===== src/hdl/rhb_pkg.sv =====
package rhb_pkg;

  // Default sizes of the history and of the stored handles.
  localparam int unsigned HistoryDepthDef = 16;
  localparam int unsigned HandleBitsDef   = 10;

  // At most this many entries are released by one tick.
  localparam int unsigned MaxResults  = 16;
  localparam int unsigned ResCntBits  = $clog2(MaxResults + 1);

  // Fixed field widths of the request and result payloads.
  localparam int unsigned KeyBits       = 8;
  localparam int unsigned HandleOutBits = 10;
  localparam int unsigned SecondsBits   = 32;
  localparam int unsigned RetentionBits = 8;
  localparam int unsigned LingerBits    = 4;
  localparam int unsigned CfgDataBits   = 8;

  typedef enum logic [1:0] {
    CMD_PUSH   = 2'd0,
    CMD_LOOKUP = 2'd1,
    CMD_TICK   = 2'd2,
    CMD_NONE   = 2'd3
  } cmd_e;

  typedef enum logic [1:0] {
    KIND_ACK     = 2'd0,
    KIND_LOOKUP  = 2'd1,
    KIND_RELEASE = 2'd2
  } kind_e;

  typedef enum logic {
    CFG_RETENTION = 1'b0,
    CFG_LINGER    = 1'b1
  } cfg_reg_e;

  // Source of the handle field of a result.
  typedef enum logic [1:0] {
    HSEL_ZERO = 2'd0,
    HSEL_READ = 2'd1,
    HSEL_PEND = 2'd2
  } hsel_e;

  typedef enum logic [2:0] {
    ST_IDLE,
    ST_PUSH,
    ST_LK_RD,
    ST_LK_CMP,
    ST_TK_RD,
    ST_TK_CMP
  } state_e;

  typedef struct packed {
    logic [1:0]               command;
    logic [KeyBits-1:0]       frag_index;
    logic [KeyBits-1:0]       seq_number;
    logic [HandleOutBits-1:0] buffer_handle;
  } rhb_req_t;

  typedef struct packed {
    logic [1:0]               reply_kind;
    logic                     hit;
    logic [HandleOutBits-1:0] handle_out;
    logic                     last;
  } rhb_rsp_t;

  // Commands from the controller to the datapath.
  typedef struct packed {
    logic  latch_req;
    logic  sec_inc;
    logic  scan_init;
    logic  scan_next;
    logic  rd_head;
    logic  push_wr;
    logic  dl_wr;
    logic  pop;
    logic  emit;
    kind_e kind;
    logic  hit;
    hsel_e hsel;
    logic  last;
  } rhb_cmd_t;

  // Status from the datapath to the controller.
  typedef struct packed {
    logic full;
    logic empty;
    logic scan_end;
    logic key_match;
    logic expired;
    logic quota;
    logic pend;
  } rhb_status_t;

endpackage


===== src/hdl/rhb_datapath.sv =====
module rhb_datapath import rhb_pkg::*; #(
  parameter int unsigned HISTORY_DEPTH = HistoryDepthDef,
  parameter int unsigned HANDLE_BITS   = HandleBitsDef
) (
  input  logic                   clk_i,
  input  logic                   rst_ni,
  input  rhb_req_t               req_i,
  input  logic                   cfg_we_i,
  input  logic                   cfg_addr_i,
  input  logic [CfgDataBits-1:0] cfg_wdata_i,
  input  rhb_cmd_t               cmd_i,
  output rhb_status_t            status_o,
  output logic                   result_valid_o,
  output rhb_rsp_t               result_o
);

  localparam int unsigned PtrBits = $clog2(HISTORY_DEPTH);
  localparam int unsigned CntBits = $clog2(HISTORY_DEPTH + 1);
  localparam logic [PtrBits-1:0] LastPtr   = PtrBits'(HISTORY_DEPTH - 1);
  localparam logic [CntBits-1:0] FullCount = CntBits'(HISTORY_DEPTH);

  function automatic logic [PtrBits-1:0] next_ptr(input logic [PtrBits-1:0] p);
    return (p == LastPtr) ? '0 : p + PtrBits'(1);
  endfunction

  // History storage; contents are undefined until written.
  logic [KeyBits-1:0]     entry_frag_q     [HISTORY_DEPTH];
  logic [KeyBits-1:0]     entry_seq_q      [HISTORY_DEPTH];
  logic [HANDLE_BITS-1:0] entry_handle_q   [HISTORY_DEPTH];
  logic [SecondsBits-1:0] entry_deadline_q [HISTORY_DEPTH];

  logic [KeyBits-1:0]     rd_frag_q, rd_seq_q;
  logic [HANDLE_BITS-1:0] rd_handle_q;
  logic [SecondsBits-1:0] rd_deadline_q;

  logic [RetentionBits-1:0] retention_q, retention_d;
  logic [LingerBits-1:0]    linger_q, linger_d;
  logic [SecondsBits-1:0]   seconds_q, seconds_d;
  logic [PtrBits-1:0]       head_q, head_d, tail_q, tail_d, ptr_q, ptr_d;
  logic [CntBits-1:0]       count_q, count_d, idx_q, idx_d;
  logic [ResCntBits-1:0]    n_q, n_d;
  logic                     rsp_valid_q, rsp_valid_d;

  rhb_req_t               req_q;
  logic [HANDLE_BITS-1:0] pend_q;
  rhb_rsp_t               rsp_q, rsp_d;

  logic [PtrBits-1:0]     rd_addr, wr_addr;
  logic                   dl_we;
  logic [SecondsBits-1:0] wr_deadline;
  logic [31:0]            push_handle_ext;
  logic [31:0]            out_handle_ext;

  assign push_handle_ext = 32'(req_q.buffer_handle);
  assign rd_addr         = cmd_i.rd_head ? head_q : ptr_q;
  assign wr_addr         = cmd_i.push_wr ? tail_q : ptr_q;
  assign dl_we           = cmd_i.push_wr | cmd_i.dl_wr;
  assign wr_deadline     = cmd_i.push_wr ? seconds_q + SecondsBits'(retention_q)
                                         : rd_deadline_q + SecondsBits'(linger_q);

  always_ff @(posedge clk_i) begin
    if (cmd_i.push_wr) begin
      entry_frag_q[tail_q]   <= req_q.frag_index;
      entry_seq_q[tail_q]    <= req_q.seq_number;
      entry_handle_q[tail_q] <= push_handle_ext[HANDLE_BITS-1:0];
    end
    if (dl_we) begin
      entry_deadline_q[wr_addr] <= wr_deadline;
    end
    rd_frag_q     <= entry_frag_q[rd_addr];
    rd_seq_q      <= entry_seq_q[rd_addr];
    rd_handle_q   <= entry_handle_q[rd_addr];
    rd_deadline_q <= entry_deadline_q[rd_addr];
  end

  assign status_o.full      = (count_q == FullCount);
  assign status_o.empty     = (count_q == '0);
  assign status_o.scan_end  = (idx_q == count_q);
  assign status_o.key_match = (rd_frag_q == req_q.frag_index) &&
                              (rd_seq_q == req_q.seq_number);
  assign status_o.expired   = (rd_deadline_q <= seconds_q);
  assign status_o.quota     = (n_q == ResCntBits'(MaxResults));
  assign status_o.pend      = (n_q != '0);

  always_comb begin
    retention_d = retention_q;
    linger_d    = linger_q;
    seconds_d   = seconds_q;
    head_d      = head_q;
    tail_d      = tail_q;
    ptr_d       = ptr_q;
    count_d     = count_q;
    idx_d       = idx_q;
    n_d         = n_q;
    rsp_valid_d = cmd_i.emit;
    if (cfg_we_i) begin
      unique case (cfg_addr_i)
        CFG_RETENTION: retention_d = cfg_wdata_i[RetentionBits-1:0];
        CFG_LINGER:    linger_d    = cfg_wdata_i[LingerBits-1:0];
      endcase
    end
    if (cmd_i.sec_inc) begin
      seconds_d = seconds_q + SecondsBits'(1);
    end
    if (cmd_i.scan_init) begin
      ptr_d = head_q;
      idx_d = '0;
      n_d   = '0;
    end
    if (cmd_i.scan_next) begin
      ptr_d = next_ptr(ptr_q);
      idx_d = idx_q + CntBits'(1);
    end
    if (cmd_i.push_wr) begin
      tail_d  = next_ptr(tail_q);
      count_d = count_q + CntBits'(1);
    end
    if (cmd_i.pop) begin
      head_d  = next_ptr(head_q);
      count_d = count_q - CntBits'(1);
      n_d     = n_q + ResCntBits'(1);
    end
  end

  always_ff @(posedge clk_i or negedge rst_ni) begin
    if (!rst_ni) begin
      retention_q <= RetentionBits'(2);
      linger_q    <= LingerBits'(1);
      seconds_q   <= '0;
      head_q      <= '0;
      tail_q      <= '0;
      ptr_q       <= '0;
      count_q     <= '0;
      idx_q       <= '0;
      n_q         <= '0;
      rsp_valid_q <= 1'b0;
    end else begin
      retention_q <= retention_d;
      linger_q    <= linger_d;
      seconds_q   <= seconds_d;
      head_q      <= head_d;
      tail_q      <= tail_d;
      ptr_q       <= ptr_d;
      count_q     <= count_d;
      idx_q       <= idx_d;
      n_q         <= n_d;
      rsp_valid_q <= rsp_valid_d;
    end
  end

  always_comb begin
    out_handle_ext = '0;
    case (cmd_i.hsel)
      HSEL_READ: out_handle_ext = 32'(rd_handle_q);
      HSEL_PEND: out_handle_ext = 32'(pend_q);
      default:   out_handle_ext = '0;
    endcase
    rsp_d.reply_kind = cmd_i.kind;
    rsp_d.hit        = cmd_i.hit;
    rsp_d.handle_out = out_handle_ext[HandleOutBits-1:0];
    rsp_d.last       = cmd_i.last;
  end

  always_ff @(posedge clk_i) begin
    if (cmd_i.latch_req) begin
      req_q <= req_i;
    end
    if (cmd_i.pop) begin
      pend_q <= rd_handle_q;
    end
    if (cmd_i.emit) begin
      rsp_q <= rsp_d;
    end
  end

  assign result_valid_o = rsp_valid_q;
  assign result_o       = rsp_q;

endmodule


===== src/hdl/rhb_ctrl.sv =====
module rhb_ctrl import rhb_pkg::*; (
  input  logic        clk_i,
  input  logic        rst_ni,
  input  logic        start_i,
  input  logic [1:0]  command_i,
  input  rhb_status_t status_i,
  output rhb_cmd_t    cmd_o,
  output logic        busy_o
);

  state_e state_q, state_d;

  always_comb begin
    state_d = state_q;
    unique case (state_q)
      ST_IDLE: begin
        if (start_i) begin
          unique case (command_i)
            CMD_PUSH:   state_d = ST_PUSH;
            CMD_LOOKUP: state_d = ST_LK_RD;
            CMD_TICK:   state_d = ST_TK_RD;
            CMD_NONE:   state_d = ST_IDLE;
          endcase
        end
      end
      ST_PUSH:   state_d = ST_IDLE;
      ST_LK_RD:  state_d = status_i.scan_end ? ST_IDLE : ST_LK_CMP;
      ST_LK_CMP: state_d = status_i.key_match ? ST_IDLE : ST_LK_RD;
      ST_TK_RD:  state_d = (status_i.empty || status_i.quota) ? ST_IDLE : ST_TK_CMP;
      ST_TK_CMP: state_d = status_i.expired ? ST_TK_RD : ST_IDLE;
      default:   state_d = ST_IDLE;
    endcase
  end

  always_comb begin
    cmd_o = '0;
    busy_o = (state_q != ST_IDLE);
    unique case (state_q)
      ST_IDLE: begin
        if (start_i) begin
          cmd_o.latch_req = 1'b1;
          cmd_o.scan_init = 1'b1;
          cmd_o.sec_inc   = (command_i == CMD_TICK);
        end
      end
      ST_PUSH: begin
        cmd_o.push_wr = !status_i.full;
        cmd_o.emit    = 1'b1;
        cmd_o.kind    = KIND_ACK;
        cmd_o.hit     = !status_i.full;
        cmd_o.hsel    = HSEL_ZERO;
        cmd_o.last    = 1'b1;
      end
      ST_LK_RD: begin
        if (status_i.scan_end) begin
          cmd_o.emit = 1'b1;
          cmd_o.kind = KIND_LOOKUP;
          cmd_o.hsel = HSEL_ZERO;
          cmd_o.last = 1'b1;
        end
      end
      ST_LK_CMP: begin
        if (status_i.key_match) begin
          cmd_o.dl_wr = 1'b1;
          cmd_o.emit  = 1'b1;
          cmd_o.kind  = KIND_LOOKUP;
          cmd_o.hit   = 1'b1;
          cmd_o.hsel  = HSEL_READ;
          cmd_o.last  = 1'b1;
        end else begin
          cmd_o.scan_next = 1'b1;
        end
      end
      ST_TK_RD: begin
        cmd_o.rd_head = 1'b1;
        if ((status_i.empty || status_i.quota) && status_i.pend) begin
          cmd_o.emit = 1'b1;
          cmd_o.kind = KIND_RELEASE;
          cmd_o.hit  = 1'b1;
          cmd_o.hsel = HSEL_PEND;
          cmd_o.last = 1'b1;
        end
      end
      ST_TK_CMP: begin
        // A released handle is held back an entry so that its last flag is known.
        cmd_o.pop  = status_i.expired;
        cmd_o.emit = status_i.pend;
        cmd_o.kind = KIND_RELEASE;
        cmd_o.hit  = 1'b1;
        cmd_o.hsel = HSEL_PEND;
        cmd_o.last = !status_i.expired;
      end
      default: cmd_o = '0;
    endcase
  end

  always_ff @(posedge clk_i or negedge rst_ni) begin
    if (!rst_ni) begin
      state_q <= ST_IDLE;
    end else begin
      state_q <= state_d;
    end
  end

endmodule


===== src/hdl/retransmit_history_buffer.sv =====
// A push ends with its acknowledge; a lookup walks the history from the head, one read per
// entry, and ends at the first hit or with a miss once every entry is checked. A tick
// releases expired entries from the head, at most 16 of them, with one read per entry.
// A new request is taken once busy_o is low; results are strobed and cannot be stalled.
// Reset is asynchronous: counters and pointers clear, configuration registers take defaults;
// history contents stay undefined and need no clearing pass, so requests follow reset at once.
module retransmit_history_buffer import rhb_pkg::*; #(
  parameter int unsigned HISTORY_DEPTH = HistoryDepthDef,
  parameter int unsigned HANDLE_BITS   = HandleBitsDef
) (
  input  logic                   clk_i,
  input  logic                   rst_ni,
  input  logic                   start_i,
  output logic                   busy_o,
  input  rhb_req_t               req_i,
  input  logic                   cfg_we_i,
  input  logic                   cfg_addr_i,
  input  logic [CfgDataBits-1:0] cfg_wdata_i,
  output logic                   result_valid_o,
  output rhb_rsp_t               result_o
);

  // The controller sequences each request: a push writes the tail entry, a lookup walks
  // the history from the head one entry at a time, and a tick pops expired entries from
  // the head. The datapath owns the history memory, the pointers, the seconds counter,
  // the configuration registers and the registered result.
  rhb_cmd_t    cmd;
  rhb_status_t status;

  rhb_ctrl u_ctrl (
    .clk_i     (clk_i),
    .rst_ni    (rst_ni),
    .start_i   (start_i),
    .command_i (req_i.command),
    .status_i  (status),
    .cmd_o     (cmd),
    .busy_o    (busy_o)
  );

  rhb_datapath #(
    .HISTORY_DEPTH (HISTORY_DEPTH),
    .HANDLE_BITS   (HANDLE_BITS)
  ) u_datapath (
    .clk_i          (clk_i),
    .rst_ni         (rst_ni),
    .req_i          (req_i),
    .cfg_we_i       (cfg_we_i),
    .cfg_addr_i     (cfg_addr_i),
    .cfg_wdata_i    (cfg_wdata_i),
    .cmd_i          (cmd),
    .status_o       (status),
    .result_valid_o (result_valid_o),
    .result_o       (result_o)
  );

`ifndef SYNTH
  // Every result comes out of work done while the block was busy.
  assert property (@(posedge clk_i) disable iff (!rst_ni)
    result_valid_o |-> $past(busy_o))
    else $error("result without a request in progress");

  // The final result of a request ends it; earlier ones leave the block busy.
  assert property (@(posedge clk_i) disable iff (!rst_ni)
    (result_valid_o && result_o.last) |-> !busy_o)
    else $error("block still busy after the final result");

  assert property (@(posedge clk_i) disable iff (!rst_ni)
    (result_valid_o && !result_o.last) |-> busy_o)
    else $error("request ended without a final result");

  // A release never leaves the history tail behind the head.
  assert property (@(posedge clk_i) disable iff (!rst_ni)
    cmd.pop |-> !status.empty)
    else $error("release from an empty history");
`endif

endmodule


===== config.mk =====
export PLATFORM = sky130hd
export DESIGN_NAME = retransmit_history_buffer
export DESIGN_NICKNAME = d
export VERILOG_FILES = /design/src/hdl/rhb_pkg.sv /design/src/hdl/rhb_datapath.sv /design/src/hdl/rhb_ctrl.sv /design/src/hdl/retransmit_history_buffer.sv
export SDC_FILE = /design/constraint.sdc
export NUM_CORES = 2
export LEC_CHECK = 0
export BUFFER_PORTS_ARGS = -buffer_cell sky130_fd_sc_hd__buf_2
export CELL_PAD_IN_SITES_DETAIL_PLACEMENT = 2
export CELL_PAD_IN_SITES_GLOBAL_PLACEMENT = 2
export CORE_AREA = 2 2 427 429
export CTS_CLUSTER_SIZE = 28
export DETAILED_ROUTE_END_ITERATION = 8
export DIE_AREA = 0 0 429 431
export PLACE_DENSITY_LB_ADDON = 0.12
export SETUP_SLACK_MARGIN = 0.05
export SYNTH_ARGS = -nofsm -noshare
export SYNTH_HDL_FRONTEND = slang
export SYNTH_SLANG_ARGS = --single-unit

===== constraint.sdc =====
create_clock -name clk_i -period 6.2 [get_ports clk_i]
set_input_delay 1.24 -clock clk_i [delete_from_list [all_inputs] [get_ports clk_i]]
set_output_delay 1.24 -clock clk_i [all_outputs]
set_load 0.02 [all_outputs]

Word-level counts from Yosys, hierarchy flattened
Memory sizes are Yosys's and may differ from the RTL's. A register that Yosys moved wholly into a read port is not among the register bits.
Cells that the tools add are included.
Widths: inputs -> output; s select.
{ "totals": {"ram_bits": 928, "ff_bits": 125, "out_inout_bits": 16, "mem_count": 4} }
{ "classes": {"reduce_logical": 15, "n_eq_ne": 19, "magnitude_cmp": 1, "n_addsub": 10, "mux": 41, "bitwise": 2} }
{ "memory_table": {"columns": ["name", "words", "word_bits", "rd", "rd_clocked_by_memory_dff", "write_ports", "line", "source"], "rows": [
  ["u_datapath.entry_deadline_q", 16, 32, 1, 1, 1, "rhb_datapath.sv:30", "logic [SecondsBits-1:0] entry_deadline_q [HISTORY_DEPTH];"],
  ["u_datapath.entry_handle_q", 16, 10, 1, 1, 1, "rhb_datapath.sv:29", "logic [HANDLE_BITS-1:0] entry_handle_q [HISTORY_DEPTH];"],
  ["u_datapath.entry_frag_q", 16, 8, 1, 1, 1, "rhb_datapath.sv:27", "logic [KeyBits-1:0] entry_frag_q [HISTORY_DEPTH];"],
  ["u_datapath.entry_seq_q", 16, 8, 1, 1, 1, "rhb_datapath.sv:28", "logic [KeyBits-1:0] entry_seq_q [HISTORY_DEPTH];"]
]} }
{ "op_table": {"columns": ["cell", "count"], "rows": [
  ["$pmux 3 s5", 3],
  ["$add 32x1->32 const B", 1],
  ["$add 32x4->32", 1],
  ["$add 32x8->32", 1],
  ["$le 32x32->1", 1],
  ["$mux 32", 1],
  ["$mux 4", 7],
  ["$mux 5", 5],
  ["$pmux 10 s2", 1],
  ["$mux 3", 6],
  ["$eq 8x8->1", 2],
  ["$add 5x1->5 const B", 3],
  ["$mux 7", 2],
  ["$add 4x1->4 const B", 3],
  ["$eq 4x4->1 const B", 3],
  ["$mux 1", 12],
  ["$pmux 3 s4", 1],
  ["$eq 5x5->1 const B", 2],
  ["$eq 2x2->1 const B", 3],
  ["$eq 3x2->1 const B", 2],
  ["$eq 3x3->1 const B", 2],
  ["$reduce_bool 2->1", 3],
  ["$eq 5x5->1", 1],
  ["$logic_not 5->1", 1],
  ["16 further kinds", 21]
]} }

Longest topological paths before layout
{ "depth": {"ltp_word": 7, "mapped_depth": 17, "ltp_nobuf": 15} }

Modules after synthesis
A second synthesis with hierarchy kept.
{ "unflattened": {"cells_unflattened": 2381, "hier_area_um2": 44511.4} }
{ "by_module_without_submodules": {"columns": ["module", "cells_per_inst", "n_inst", "seq_area_each_um2", "area_per_inst_um2"], "rows": [
  ["rhb_datapath", 2330, 1, 32333.5, 44114.8],
  ["rhb_ctrl", 51, 1, 75.1, 396.6]
]} }

Least setup slack after synthesis
Ideal clock, no wire load.
{ "synth_path": {"kind": "reg2reg", "start": "register u_datapath.req_q[14] (netlist name)", "end": "memory u_datapath.entry_deadline_q[11][0], enable pin", "path_slack_ns": 2.467, "arrival_ns": 3.312, "period_less_slack_ns": 3.733, "setup_ns": 0.421, "stages_incl_launch_ff": 9, "cell_sequence": "edfxtp_1 -> xnor2_1 -> nand4_1 -> nor4_1 -> and3_1 -> clkbuf_1 -> inv_1 -> o32a_1 -> nor2_1"} }
{ "synth_between": {"elab_chain_len": 7} }
{ "synth_lines": {"columns": ["item", "line", "source"], "rows": [
  ["start: declaration", "rhb_datapath.sv:44", "rhb_req_t req_q;"],
  ["start signal: assignment", "rhb_datapath.sv:166", "req_q <= req_i;"],
  ["$eq 8x8->1", "rhb_datapath.sv:80", "(rd_seq_q == req_q.seq_number);"],
  ["$logic_and 1x1->1", "rhb_datapath.sv:79", "assign status_o.key_match = (rd_frag_q == req_q.frag_index) &&"],
  ["$mux 1", "rhb_ctrl.sv:63", "if (status_i.key_match) begin"],
  ["$mux 1", "rhb_ctrl.sv:38", "unique case (state_q)"],
  ["$or 1x1->1", "rhb_datapath.sv:57", "assign dl_we = cmd_i.push_wr | cmd_i.dl_wr;"],
  ["$mux 1", "rhb_datapath.sv:67", "if (dl_we) begin"],
  ["$mux 1 (not written as such)", "rhb_datapath.sv:68", "entry_deadline_q[wr_addr] <= wr_deadline;"],
  ["end: declaration", "rhb_datapath.sv:30", null]
]} }
No other way between the ends.

Worst setup path in the final report
{ "layout_path": {"start": "register u_datapath.seconds_q[15]", "end": "register u_datapath.count_q[4]"} }
{ "layout_between": {"elab_chain_len": 3, "word_cells_on_any_way": 4, "classes_between": "order compare: 1; mux: 2; reduce/logical: 1"} }
{ "layout_lines": {"columns": ["item", "line", "source"], "rows": [
  ["start: declaration", "rhb_datapath.sv:38", "logic [SecondsBits-1:0] seconds_q, seconds_d;"],
  ["start signal: assignment", "rhb_datapath.sv:140", "seconds_q <= seconds_d;"],
  ["$le 32x32->1 (*)", "rhb_datapath.sv:81", "assign status_o.expired = (rd_deadline_q <= seconds_q);"],
  ["$mux 1 (*)", "rhb_ctrl.sv:38", null],
  ["$mux 5 or $reduce_bool 2->1 (tied branches)", null, null],
  ["end signal: assignment", "rhb_datapath.sv:144", "count_q <= count_d;"],
  ["end: declaration", "rhb_datapath.sv:40", "logic [CntBits-1:0] count_q, count_d, idx_q, idx_d;"]
]} }
Every way passes the cells marked *; elsewhere a longest branch is shown, timed or not.
A chain may end at the register's enable or synchronous reset.

==> run metrics <==
routed via count between 20k and 25k; FF-to-FF path depth 15; multi-input logic area around 12,000 um^2; gpl congestion between 0.7 and 0.8; grt total ovfl 0; Hold Fails Final Rpt 0; Slew @ Worst Pin about 1300 ps; Ys Warns 0; Placed Cells between 4k and 5k; HP Class register to register; WL per Instance approximately 26 um; Die Y around 430 um; initial antenna violation count 3; die extent in x about 430 um; largest cells by area after synthesis edfxtp_1, mux4_2, dfrtp_1, dfxtp_1, xnor2_1; Final min period about 4700 ps; register area share after synthesis 72.4%; die area between 150,000 and 200,000 um^2; fmax roughly 210 MHz; syn_area_per_cell 18.0 um^2; number of port buffers 56; Clock Skews around 35 ps; non-filler cells, final between 5k and 6k; DP HPWL around 84,000 um; final core utilization 29.2%; share of layout cells above drive strength 1 23.0%; register area roughly 32,000 um^2; Critical Path Fanout Max 31; routed wire length 135,000 um; RSZ-0062 raised after global routing no; TritonCTS clock tree built; antenna viol nets, final 0; Pwr Density between 400 and 500 nW/um^2; Worst-path clk slew 60 ps; CP arrival ~5300 ps; clk buf depth 3; Ports 57; startpoint class of the critical path register; global routing's busiest layer met2; final setup TNS 0 ps; Commonest cells post-synth edfxtp_1, mux4_2, nand2_1; max_cap viols 0; vias per cell between 4 and 5; Slew Limit Fails 0; first-pass GRT wire length roughly 200,000 um; Setup Viol. Count Final 0; nets 2,741; PostCTS Resize Cnt 0; flops & latches, synth about 1.1k; clock latency on the worst-skew pair 770 ps; H-Tree Depth 4; setup ws final around 1500 ps; Async SR Flop Fraction approximately 6.8%; top-area cell type share of the netlist area 65.6%; Hold WS between 400 and 500 ps; Total GRT Usage roughly 15%; row count between 150 and 200; HP Start u_datapath.rd_handle_q[5]; Crit path required time around 7000 ps; met2 Use GR between 20% and 30%; Peak VDD IR around 0.00030 V; met1 Use GR about 17%; WHS Path Cells 0; outcome finished, final reports clean; CTS Sinks 1,111; drt pass-1 iters 4; vias in the first global route between 20k and 30k; dominant cell type by area after synthesis edfxtp_1; Synth Instances between 2k and 2.5k; Initial Util about 25%; reg2reg start u_datapath.seconds_q[15]; flop-to-flop setup slack 1540 ps; largest net degree at the start of global routing 91; hold buffer count at cts 0; dominant synthesized flop cell edfxtp_1; post-synthesis cell type count between 70 and 80; Worst R2R End u_datapath.count_q[4]; Setup CP Type register to register; number of synthesized flops with an enable pin 978; Filler cells between 15k and 20k; Mapped Nets 2,592; Post-Syn Area about 45,000 um^2; Pwr Total between 20 and 25 mW; P&R area growth vs syn 17.4%; met3 Use GR 2.30%; cell with the most instances after synthesis edfxtp_1; DP Area about 48,000 um^2; hold endpoint u_datapath.pend_q[5]; period utilization between 70% and 80%; drt drc 0; CTS Buf Count roughly 130; post-CTS setup buffers 0; CP Capture Type register; root buf cell clkbuf_16; core area around 180,000 um^2; LEAKAGE around 17 nW; initial drt markers around 1.2k; Max-slew headroom 14.4%; DP Worst Slack 1510 ps; Final Cell Area 52,500 um^2
[cells by family (layout without fill, tap and decap cells)]
kind of cell | count (synthesis) | count (layout) | synth area share, %
AND/OR/NAND/NOR | 500 | 500 | 5.35
buffers and inverters | 177 | 435 | 1.93
other | 0 | 1 | 0
XOR/XNOR | 111 | 111 | 2.17
multiplexers | 261 | 261 | 12.4
flip-flops | 1111 | 1111 | 72.4
AO/OA/AOI/OAI | 267 | 267 | 3.97
adder cells (fa/ha/maj) | 62 | 62 | 1.78
[routing by layer]
metal	wire length (um)	part of all wire, %
met5	0	0
met3	3060	2.3
met2	74700	55
met4	2580	1.9
met1	54500	40
[registers in the layout (all words and copies together) (netlist names), 10 cells and up]
name                         flops
u_datapath.entry_handle_q      160
u_datapath.rd_handle_q          10
u_datapath.pend_q               10
u_datapath.result_o             14
u_datapath.rd_deadline_q        32
u_datapath.seconds_q            32
u_datapath.entry_frag_q        128
u_datapath.req_q                16
u_datapath.push_handle_ext      10
u_datapath.entry_deadline_q    512
u_datapath.entry_seq_q         128
[area by class of cell]
class | count | share of cell area (%)
Sequential cell | 1111 | 61.7
Antenna cell | 1 | 0.00476
Tap cell | 2370 | 5.65
Multi-Input combinational cell | 1201 | 22.6
Clock buffer | 188 | 7.00
Inverter | 63 | 0.450
Clock inverter | 54 | 0.810
Timing Repair Buffer | 130 | 1.81
[report_power, final]
group | internal, mW | switching (mW) | total [mW] | leakage, nW
combinational | 2.07 | 3.67 | 5.73 | 4.90
sequential | 9.79 | 0.611 | 10.4 | 10.2
clock | 4.30 | 3.13 | 7.44 | 2.00
[worst max-delay path, cell delays in order, from the launching register on]
cell and delay (ps):
dfrtp_1 530, inv_1 170, ha_1 340, nand4_1 180, nor4_1 650, nand3_1 200
o31a_1 160, a31oi_1 370, nand2b_1 250, inv_2 520, ha_1 380, a21o_1 170
a21oi_1 230, nor2_1 70, a21oi_1 160, xnor2_1 150
[cell usage in the layout, fill, tap and decap left out, types with 19 or more instances in the layout]
| cell | netlist | layout |
|---|---|---|
| and2_1 | 62 | 62 |
| clkbuf_16 | 0 | 135 |
| o21ai_0 | 37 | 29 |
| a31oi_1 | 74 | 69 |
| a21oi_1 | 31 | 25 |
| inv_1 | 61 | 61 |
| nor3_1 | 29 | 25 |
| buf_2 | 25 | 55 |
| mux4_2 | 232 | 232 |
| nor2_4 | 0 | 28 |
| xor2_1 | 20 | 20 |
| ha_1 | 59 | 59 |
| dfrtp_1 | 73 | 73 |
| a211oi_1 | 65 | 64 |
| nand2_1 | 196 | 196 |
| nand3_1 | 33 | 33 |
| edfxtp_1 | 978 | 978 |
| dfxtp_1 | 58 | 58 |
| buf_4 | 23 | 66 |
| nor2_1 | 91 | 63 |
| clkbuf_1 | 49 | 43 |
| clkinv_1 | 1 | 19 |
| nand4_1 | 28 | 28 |
| xnor2_1 | 91 | 91 |
[how the worst max path moves through the flow]
stage,startpoint,endpoint,cells past startpoint
after floorplan,u_datapath.req_q[14],u_datapath.entry_deadline_q[11][0],8
after global placement,u_datapath.seconds_q[15],u_datapath.count_q[4],15
after detailed placement,u_datapath.req_q[12],u_datapath.entry_deadline_q[15][1],7
after CTS,u_datapath.req_q[12],u_datapath.entry_deadline_q[15][15],7
after global routing,u_datapath.seconds_q[15],u_datapath.count_q[4],15
final,u_datapath.seconds_q[15],u_datapath.count_q[4],15
(Power assumes the default switching activity.)
